$ cat config.mk
export PLATFORM = sky130hd
export DESIGN_NAME = instrument_channel_allocator
export DESIGN_NICKNAME = d
export VERILOG_FILES = /design/src/sv/ica_pkg.sv /design/src/sv/ica_map_ram.sv /design/src/sv/ica_chan_store.sv /design/src/sv/instrument_channel_allocator.sv
export SDC_FILE = /design/constraint.sdc
export NUM_CORES = 1
export LEC_CHECK = 0
export BUFFER_PORTS_ARGS = -buffer_cell sky130_fd_sc_hd__buf_2
export CELL_PAD_IN_SITES_DETAIL_PLACEMENT = 1
export CELL_PAD_IN_SITES_GLOBAL_PLACEMENT = 1
export CORE_ASPECT_RATIO = 0.9
export CORE_MARGIN = 4
export CORE_UTILIZATION = 50
export DETAILED_ROUTE_END_ITERATION = 10
export GPL_TIMING_DRIVEN = 0
export HOLD_SLACK_MARGIN = 0.12
export PLACE_DENSITY_LB_ADDON = 0.12
export SLEW_MARGIN = 20
export SYNTH_ARGS = -nofsm -noshare
export SYNTH_HDL_FRONTEND = slang
export SYNTH_SLANG_ARGS = --single-unit
$ cat constraint.sdc
create_clock -name clk -period 3.8 [get_ports clk]
set_input_delay 0.76 -clock clk [delete_from_list [all_inputs] [get_ports clk]]
set_output_delay 0.76 -clock clk [all_outputs]
set_load 0.01 [all_outputs]
$ cat src/sv/ica_pkg.sv
`timescale 1ns / 1ps
// ica_pkg: shared types and constants for the instrument channel allocator
// no dependencies

package ica_pkg;

    // request codes carried on the req_type port
    typedef enum logic [1:0] {
        REQ_ACQUIRE = 2'd0,
        REQ_RELEASE = 2'd1,
        REQ_CLEAR   = 2'd2,
        REQ_NONE    = 2'd3
    } req_t;

    typedef enum logic [1:0] {
        ST_IDLE = 2'd0,
        ST_MAP  = 2'd1,
        ST_CHAN = 2'd2
    } state_t;

    // command group from the control fsm to the channel store
    typedef struct packed {
        logic rd;
        logic wr;
        logic set_valid;
        logic clr_valid;
        logic clr_all;
    } chan_cmd_t;

    localparam int CH_FIELD_W = 4;

endpackage

$ cat src/sv/ica_map_ram.sv
`timescale 1ns / 1ps
// ica_map_ram: instrument to channel map, single port write, registered read
// depends on nothing; instantiated by instrument_channel_allocator

module ica_map_ram #(
    parameter int DEPTH = 128,
    parameter int AW    = 7,
    parameter int DW    = 4
) (
    input  logic          clk,
    input  logic          rd_en,
    input  logic [AW-1:0] rd_addr,
    input  logic          wr_en,
    input  logic [AW-1:0] wr_addr,
    input  logic [DW-1:0] wr_data,
    output logic [DW-1:0] rd_data
);

    logic [DW-1:0] map_mem [DEPTH];
    logic [DW-1:0] rd_data_reg;

    always_ff @(posedge clk)
    begin
        if (wr_en)
        begin
            map_mem[wr_addr] <= wr_data;
        end
    end

    always_ff @(posedge clk)
    begin
        if (rd_en)
        begin
            rd_data_reg <= map_mem[rd_addr];
        end
    end

    assign rd_data = rd_data_reg;

endmodule

$ cat src/sv/ica_chan_store.sv
`timescale 1ns / 1ps
// ica_chan_store: per-channel owner and count memory, owner valid bits
// and the lowest free channel search; uses ica_pkg

module ica_chan_store #(
    parameter int CHANNELS = 16,
    parameter int CW       = 4,
    parameter int IW       = 7,
    parameter int NW       = 8
) (
    input  logic                clk,
    input  logic                rst_n,
    input  ica_pkg::chan_cmd_t  cmd,
    input  logic [CW-1:0]       rd_addr,
    input  logic [CW-1:0]       wr_addr,
    input  logic [IW-1:0]       wr_owner,
    input  logic [NW-1:0]       wr_count,
    output logic [IW-1:0]       rd_owner,
    output logic [NW-1:0]       rd_count,
    output logic                rd_valid,
    output logic                free_any,
    output logic [CW-1:0]       free_idx
);

    import ica_pkg::*;

    logic [IW-1:0]       owner_mem [CHANNELS];
    logic [NW-1:0]       count_mem [CHANNELS];
    logic [CHANNELS-1:0] owner_valid_reg;
    logic [CHANNELS-1:0] owner_valid_next;
    logic [IW-1:0]       rd_owner_reg;
    logic [NW-1:0]       rd_count_reg;
    logic                rd_valid_reg;
    logic                free_any_reg;
    logic [CW-1:0]       free_idx_reg;
    logic                free_any_c;
    logic [CW-1:0]       free_idx_c;

    always_ff @(posedge clk)
    begin
        if (cmd.wr)
        begin
            owner_mem[wr_addr] <= wr_owner;
            count_mem[wr_addr] <= wr_count;
        end
    end

    always_ff @(posedge clk)
    begin
        if (cmd.rd)
        begin
            rd_owner_reg <= owner_mem[rd_addr];
            rd_count_reg <= count_mem[rd_addr];
            rd_valid_reg <= owner_valid_reg[rd_addr];
            free_any_reg <= free_any_c;
            free_idx_reg <= free_idx_c;
        end
    end

    // lowest index wins
    always_comb
    begin
        free_any_c = 1'b0;
        free_idx_c = '0;
        for (int i = CHANNELS - 1; i >= 0; i--)
        begin
            if (!owner_valid_reg[i])
            begin
                free_any_c = 1'b1;
                free_idx_c = CW'(i);
            end
        end
    end

    always_comb
    begin
        owner_valid_next = owner_valid_reg;
        if (cmd.clr_all)
        begin
            owner_valid_next = '0;
        end
        else if (cmd.set_valid)
        begin
            owner_valid_next[wr_addr] = 1'b1;
        end
        else if (cmd.clr_valid)
        begin
            owner_valid_next[wr_addr] = 1'b0;
        end
    end

    always_ff @(posedge clk or negedge rst_n)
    begin
        if (!rst_n)
        begin
            owner_valid_reg <= '0;
        end
        else
        begin
            owner_valid_reg <= owner_valid_next;
        end
    end

    assign rd_owner = rd_owner_reg;
    assign rd_count = rd_count_reg;
    assign rd_valid = rd_valid_reg;
    assign free_any = free_any_reg;
    assign free_idx = free_idx_reg;

endmodule

$ cat src/sv/instrument_channel_allocator.sv
`timescale 1ns / 1ps
// instrument_channel_allocator: reference counted instrument to channel binding
// one request in flight at a time: map ram read, channel store read, then update, held while rsp_stall
// reset: asynchronous; clears the fsm, the output valid and the channel valid
//   bits at once, so no clearing pass; ram contents are checked against owners
// depends on ica_pkg, ica_map_ram, ica_chan_store

module instrument_channel_allocator #(
    parameter int CHANNELS    = 16,
    parameter int INSTRUMENTS = 128,
    parameter int COUNT_WIDTH = 8
) (
    input  logic       clk,
    input  logic       rst_n,
    input  logic       req_valid,
    output logic       req_stall,
    input  logic [1:0] req_type,
    input  logic [6:0] instrument,
    output logic       rsp_valid,
    input  logic       rsp_stall,
    output logic [3:0] channel,
    output logic       ok,
    output logic       new_assignment
);

    import ica_pkg::*;

    localparam int CW = $clog2(CHANNELS);
    localparam int IW = $clog2(INSTRUMENTS);
    localparam int NW = COUNT_WIDTH;
    localparam logic [15:0] INS_LIMIT = 16'(INSTRUMENTS);

    state_t        state_reg;
    state_t        state_next;
    req_t          req_reg;
    logic [IW-1:0] ins_reg;
    logic          range_reg;

    logic [15:0]   ins_wide;
    logic [IW-1:0] ins_addr;
    logic          ins_in_range;

    logic          map_rd_en;
    logic          map_wr_en;
    logic [CW-1:0] map_q;

    chan_cmd_t     chan_cmd;
    logic [CW-1:0] chan_wr_addr;
    logic [NW-1:0] chan_wr_count;
    logic [IW-1:0] chan_owner;
    logic [NW-1:0] chan_count;
    logic          chan_valid;
    logic          free_any;
    logic [CW-1:0] free_idx;

    logic          mapped;
    logic [NW-1:0] count_inc;
    logic [NW-1:0] count_dec;
    logic          go;
    logic          act_wr;
    logic          act_set;
    logic          act_clr;
    logic          act_clr_all;
    logic          act_map;
    logic [CW-1:0] res_ch;
    logic          res_ok;
    logic          res_new;
    logic [15:0]   res_ch_wide;
    logic          load_out;

    logic                  rsp_valid_reg;
    logic                  rsp_valid_next;
    logic [CH_FIELD_W-1:0] channel_reg;
    logic                  ok_reg;
    logic                  new_reg;

    assign ins_wide     = 16'(instrument);
    assign ins_addr     = ins_wide[IW-1:0];
    assign ins_in_range = ins_wide < INS_LIMIT;

    ica_map_ram #(
        .DEPTH (INSTRUMENTS),
        .AW    (IW),
        .DW    (CW)
    ) u_map (
        .clk     (clk),
        .rd_en   (map_rd_en),
        .rd_addr (ins_addr),
        .wr_en   (map_wr_en),
        .wr_addr (ins_reg),
        .wr_data (free_idx),
        .rd_data (map_q)
    );

    ica_chan_store #(
        .CHANNELS (CHANNELS),
        .CW       (CW),
        .IW       (IW),
        .NW       (NW)
    ) u_chan (
        .clk      (clk),
        .rst_n    (rst_n),
        .cmd      (chan_cmd),
        .rd_addr  (map_q),
        .wr_addr  (chan_wr_addr),
        .wr_owner (ins_reg),
        .wr_count (chan_wr_count),
        .rd_owner (chan_owner),
        .rd_count (chan_count),
        .rd_valid (chan_valid),
        .free_any (free_any),
        .free_idx (free_idx)
    );

    // a stale map entry is harmless: the channel must still name this owner
    assign mapped    = chan_valid && (chan_owner == ins_reg);
    assign count_inc = (chan_count == {NW{1'b1}}) ? chan_count : chan_count + NW'(1);
    assign count_dec = (chan_count == '0) ? '0 : chan_count - NW'(1);
    assign go        = !rsp_valid_reg || !rsp_stall;

    always_comb
    begin
        act_wr        = 1'b0;
        act_set       = 1'b0;
        act_clr       = 1'b0;
        act_clr_all   = 1'b0;
        act_map       = 1'b0;
        chan_wr_addr  = map_q;
        chan_wr_count = count_inc;
        res_ch        = '0;
        res_ok        = 1'b0;
        res_new       = 1'b0;
        unique case (req_reg)
            REQ_ACQUIRE:
            begin
                if (range_reg && mapped)
                begin
                    res_ch = map_q;
                    res_ok = 1'b1;
                    act_wr = 1'b1;
                end
                else if (range_reg && free_any)
                begin
                    res_ch        = free_idx;
                    res_ok        = 1'b1;
                    res_new       = 1'b1;
                    act_wr        = 1'b1;
                    act_set       = 1'b1;
                    act_map       = 1'b1;
                    chan_wr_addr  = free_idx;
                    chan_wr_count = NW'(1);
                end
            end
            REQ_RELEASE:
            begin
                if (range_reg && mapped)
                begin
                    res_ch        = map_q;
                    res_ok        = 1'b1;
                    chan_wr_count = count_dec;
                    if (count_dec == '0)
                    begin
                        act_clr = 1'b1;
                    end
                    else
                    begin
                        act_wr = 1'b1;
                    end
                end
            end
            REQ_CLEAR:
            begin
                res_ok      = 1'b1;
                act_clr_all = 1'b1;
            end
            REQ_NONE:
            begin
                res_ok = 1'b0;
            end
            default:
            begin
                res_ok = 1'b0;
            end
        endcase
    end

    always_comb
    begin
        state_next = state_reg;
        map_rd_en  = 1'b0;
        map_wr_en  = 1'b0;
        chan_cmd   = '0;
        load_out   = 1'b0;
        req_stall  = 1'b1;
        unique case (state_reg)
            ST_IDLE:
            begin
                req_stall = 1'b0;
                if (req_valid)
                begin
                    map_rd_en  = 1'b1;
                    state_next = ST_MAP;
                end
            end
            ST_MAP:
            begin
                chan_cmd.rd = 1'b1;
                state_next  = ST_CHAN;
            end
            ST_CHAN:
            begin
                if (go)
                begin
                    chan_cmd.wr        = act_wr;
                    chan_cmd.set_valid = act_set;
                    chan_cmd.clr_valid = act_clr;
                    chan_cmd.clr_all   = act_clr_all;
                    map_wr_en          = act_map;
                    load_out           = 1'b1;
                    state_next         = ST_IDLE;
                end
            end
            default:
            begin
                state_next = ST_IDLE;
            end
        endcase
    end

    always_ff @(posedge clk or negedge rst_n)
    begin
        if (!rst_n)
        begin
            state_reg <= ST_IDLE;
        end
        else
        begin
            state_reg <= state_next;
        end
    end

    always_ff @(posedge clk)
    begin
        if (map_rd_en)
        begin
            req_reg   <= req_t'(req_type);
            ins_reg   <= ins_addr;
            range_reg <= ins_in_range;
        end
    end

    assign rsp_valid_next = load_out ? 1'b1 : (rsp_valid_reg && rsp_stall);

    always_ff @(posedge clk or negedge rst_n)
    begin
        if (!rst_n)
        begin
            rsp_valid_reg <= 1'b0;
        end
        else
        begin
            rsp_valid_reg <= rsp_valid_next;
        end
    end

    assign res_ch_wide = 16'(res_ch);

    always_ff @(posedge clk)
    begin
        if (load_out)
        begin
            channel_reg <= res_ch_wide[CH_FIELD_W-1:0];
            ok_reg      <= res_ok;
            new_reg     <= res_new;
        end
    end

    assign rsp_valid      = rsp_valid_reg;
    assign channel        = channel_reg;
    assign ok             = ok_reg;
    assign new_assignment = new_reg;

    // a failed word carries no channel and no new binding
    assert property (@(posedge clk) disable iff (!rst_n)
        rsp_valid && !ok |-> channel == '0 && !new_assignment)
        else $error("failed result with nonzero channel or new flag");

    assert property (@(posedge clk) disable iff (!rst_n)
        rsp_valid && new_assignment |-> ok)
        else $error("new assignment flagged on a failed result");

    // one request in flight: after an accept the input side stalls through the map and channel states
    assert property (@(posedge clk) disable iff (!rst_n)
        req_valid && !req_stall |=> req_stall ##1 req_stall)
        else $error("request accepted while another is in flight");

    // a result word appears only when the channel stage completes
    assert property (@(posedge clk) disable iff (!rst_n)
        $rose(rsp_valid) |-> $past(state_reg == ST_CHAN))
        else $error("result word without a completed request");

endmodule

==> flow_summary.ini <==
[drt]
drc_errors = 0
firstDrtPassIters = 5
routed-via-count = 17560
drt_iter0_markers = 2062
drt.antenna.violating_nets = 0
routed_wirelength_mm = 83.47
routedWlPerCell_um = 29.65
viasPerCell = 6.238

[global_routing]
combined_global_route_utilization_of_all_metal_layers_pct = 24.26
grt_start_max_net_pins = 25
grt_first_pass_wirelength_mm = 123.6
global_route.peak_usage_layer = met1
grt.met1_usage_pct = 37.29
met3_usage_pct = 5.256
groute.layer.met2.usage_pct = 36.15
first_global_vias = 18430
global_route.overflow_total = 0
initial_antenna_violation_count = 1

[floorplanning]
floorplan.die.width_um = 277.1
floorplan.initialDensity_pct = 50.69
core_area_um2 = 64300
die_area_um2 = 69340
fp.dieH_um = 250.2
num_io_pins = 21
num_rows = 88

[clock_network]
tritoncts = yes
clk_transition_reported_paths_ns = 0.06
clkSinkCount = 811
ctsLongestPathBuffers = 3
clock_tree.htree_level_count = 3
clk_latency_ns = 0.62
clk_root_buffer_cell = clkbuf_16
cts_inserted_buffers = 81

[final_layout]
largest_registers = u_map.map_mem (512), u_chan.count_mem (128), u_chan.owner_mem (112)
final_cell_mix = 792 x edfxtp_1, 175 x mux4_2, 145 x nor2_1
antenna-diode-count = 0
final_common_cell = edfxtp_1
finish.cell_count_without_fillers = 2815
drive_above_1_share_pct = 23.83
finish.utilization_pct = 58.36
largest_reg_flops = 512
regMostFlops = u_map.map_mem
final_net_count = 1916
area_overhead_vs_synth_pct = 15.14

[worst_setup_path]
path_cells = xnor2_1, nand4_1, o21a_1, clkbuf_1, clkbuf_1, o21ai_0, nor2b_4
worst_setup_path_start_kind = register
endpoint_kind = register
setup.worst_path.class = register to register
critPathMaxStageDelay_ns = 0.67
required_ns = 4.05
cp_most_frequent_cell = clkbuf_1
crit_slowest_cell = nor2b_4
worst_ep_arrival_time_ns = 4.02
critical_path.max_fanout = 15

[place]
place_worst_setup_slack_ns = -0.9592
port-buffer-count = 20
count_of_placed_standard_cells_including_taps = 2648
place_congestion = 0.8535
dp_hpwl_mm = 55.64

[pwr]
leakage_nw = 11.92
p_comb_share_pct = 11.6
swShare_pct = 23.95
power_per_cell_area_nw_per_um2 = 546.0
sequentialPowerShare_pct = 51.1
p_int_mw = 15.58
worst_ir_drop_vdd_v = 0.0003575
pwr-share-clk_pct = 37.3
net-switching-power_mw = 4.909

[timing]
period_minus_slack_ns = 3.776
whs_ns = 0.3299
timing.clock.skew_ns = 0.02284
layout_worst_path_cycle_share_pct = 99.38
timing.slew.headroom_pct = 25.91
final_max_slew_viol_count = 0
fmax_mhz = 264.8
hold_violations = 0
final_setup_slack_of_the_worst_path_ns = 0.02366
setup_viol = 0
tightest_slew_ns = 1.111

[logic_synthesis]
proportion_of_synthesized_chip_area_in_sequential_cells_pct = 74.42
yosys_warnings = 0
synth-seq-cells = 811
synth_flop_cell = edfxtp_1
post_synth_instance_area_um2 = 32600
number_of_flops_mapped_to_enable_cells_by_yosys = 792
syn-mean-instance-area_um2 = 18.75
synth.lib_cells_used.distinct = 58
mappedNetlistNets = 1753
synthCells = 1738
share_of_synthesized_registers_carrying_an_async_set_or_reset_pct = 2.343

[flow_run]
max_cap_violations = 0

[min_path]
min_path_type = input pin to register

[run_status]
run_status = finished clean
[logic make-up after synthesis]
family | after synthesis | share of synthesized area, %
AOI/OAI and AO/OA | 183 | 4.023
xor gates and xnor gates | 8 | 0.2150
adders and majority gates | 2 | 0.07676
buffers and inverters | 116 | 1.605
DFF | 811 | 74.42
muxes | 241 | 14.17
and+or+nand+nor | 377 | 5.489
[cells in the mapped netlist (all sizes together), types with 2 or more instances]
master   number  area [um^2]
or3           4        25.02
clkbuf       63        236.5
ha            2        25.02
nor2        157        589.3
xnor2         7        61.31
buf          44        252.7
a21oi        34        173.9
nand3        57        285.3
a31oi         6        37.54
nand2b        5        31.28
o21bai        2        15.01
nand2        57        214.0
dfrtp        19        475.5
o2bb2ai       2        17.52
a32oi         4        35.03
o22ai         6        37.54
edfxtp      792        23780
nor4b         2        23.77
a22oi        51        382.9
a221oi       19        191.4
nor2b        35        219.0
nand4b        5        43.79
nand4        19        118.9
a22o         20        175.2
nor3          7        35.03
o21ai        26        130.1
nand3b        5        37.54
and2          7        43.79
and3          9        56.30
mux4        176         3968
a221o         4        40.04
mux2i        65        650.6
inv           9        33.78
o211ai        2        15.01
nor3b         2        15.01
[per-stage QoR]
step	TNS (ns)	power (mW)	instance area, um^2
after floorplan	0	11.90	32600
after global placement	-1243.54	12.68	33770
after detailed placement	-459.98	12.90	34480
after CTS	0	20.55	37340
after global routing	-0.8044	21.27	37530
final	0	20.49	37530
[critical path, delay by kind of cell (launching register included)]
kind	cells	cell delay, ns
compound gates	2	0.75
xor+xnor	1	0.37
buf+inv	2	0.58
flops	1	0.61
simple gates	2	1.08
[cell type report]
cell class                      count  area, um^2
Clock inverter                     46       396.6
Tap cell                          855        1070
Multi-Input combinational cell    811        8095
Sequential cell                   811       24260
Clock buffer                       96        2115
Timing Repair Buffer               82        1052
Fill cell                        5605       26770
Buffer                            105       508.0
Inverter                            9       33.78
[final timing paths]
kind,startpoint,to,slack (ns),cells after the start
hold reg to reg,rsp_valid,rsp_valid,0.52,2
max in group asynchronous,rst_n,state_reg[0],2.73,2
min in group asynchronous,rst_n,u_chan.owner_valid_reg[9],0.69,2
setup / recovery,ins_reg[3],u_chan.count_mem[1][5],0.02,7
hold / removal,req_type[0],req_reg[0],0.33,1
setup reg to reg,ins_reg[3],u_chan.count_mem[1][5],0.02,7
[repair_timing]
item / CTS / global route
resized for setup: 37 / 9
hold endpoints to repair: 3 / 0
hold buffers: 1 / 0
endpoints found under the setup margin: 863 / 567
pin swaps: 2 / 5
buffers inserted: 18 / 8
[routing by layer]
metal  wire length, um  vias up
met4              1765        0
met5                 0        -
met1             37140     9275
li1                  -     7416
met3              6873      130
met2             37700      740
[power by group through the flow]
| stage | Clock [mW] | Sequential (mW) | Combinational (mW) |
|---|---|---|---|
| finish | 7.64 | 10.5 | 2.38 |
| CTS | 7.79 | 10.5 | 2.29 |
| global route | 8.23 | 10.5 | 2.55 |
| detailed placement | 0 | 10.7 | 2.20 |
| floorplan | 0 | 10.8 | 1.13 |
| global placement | 0 | 11.0 | 1.67 |
Note: power is estimated with default switching activity, not from simulation.
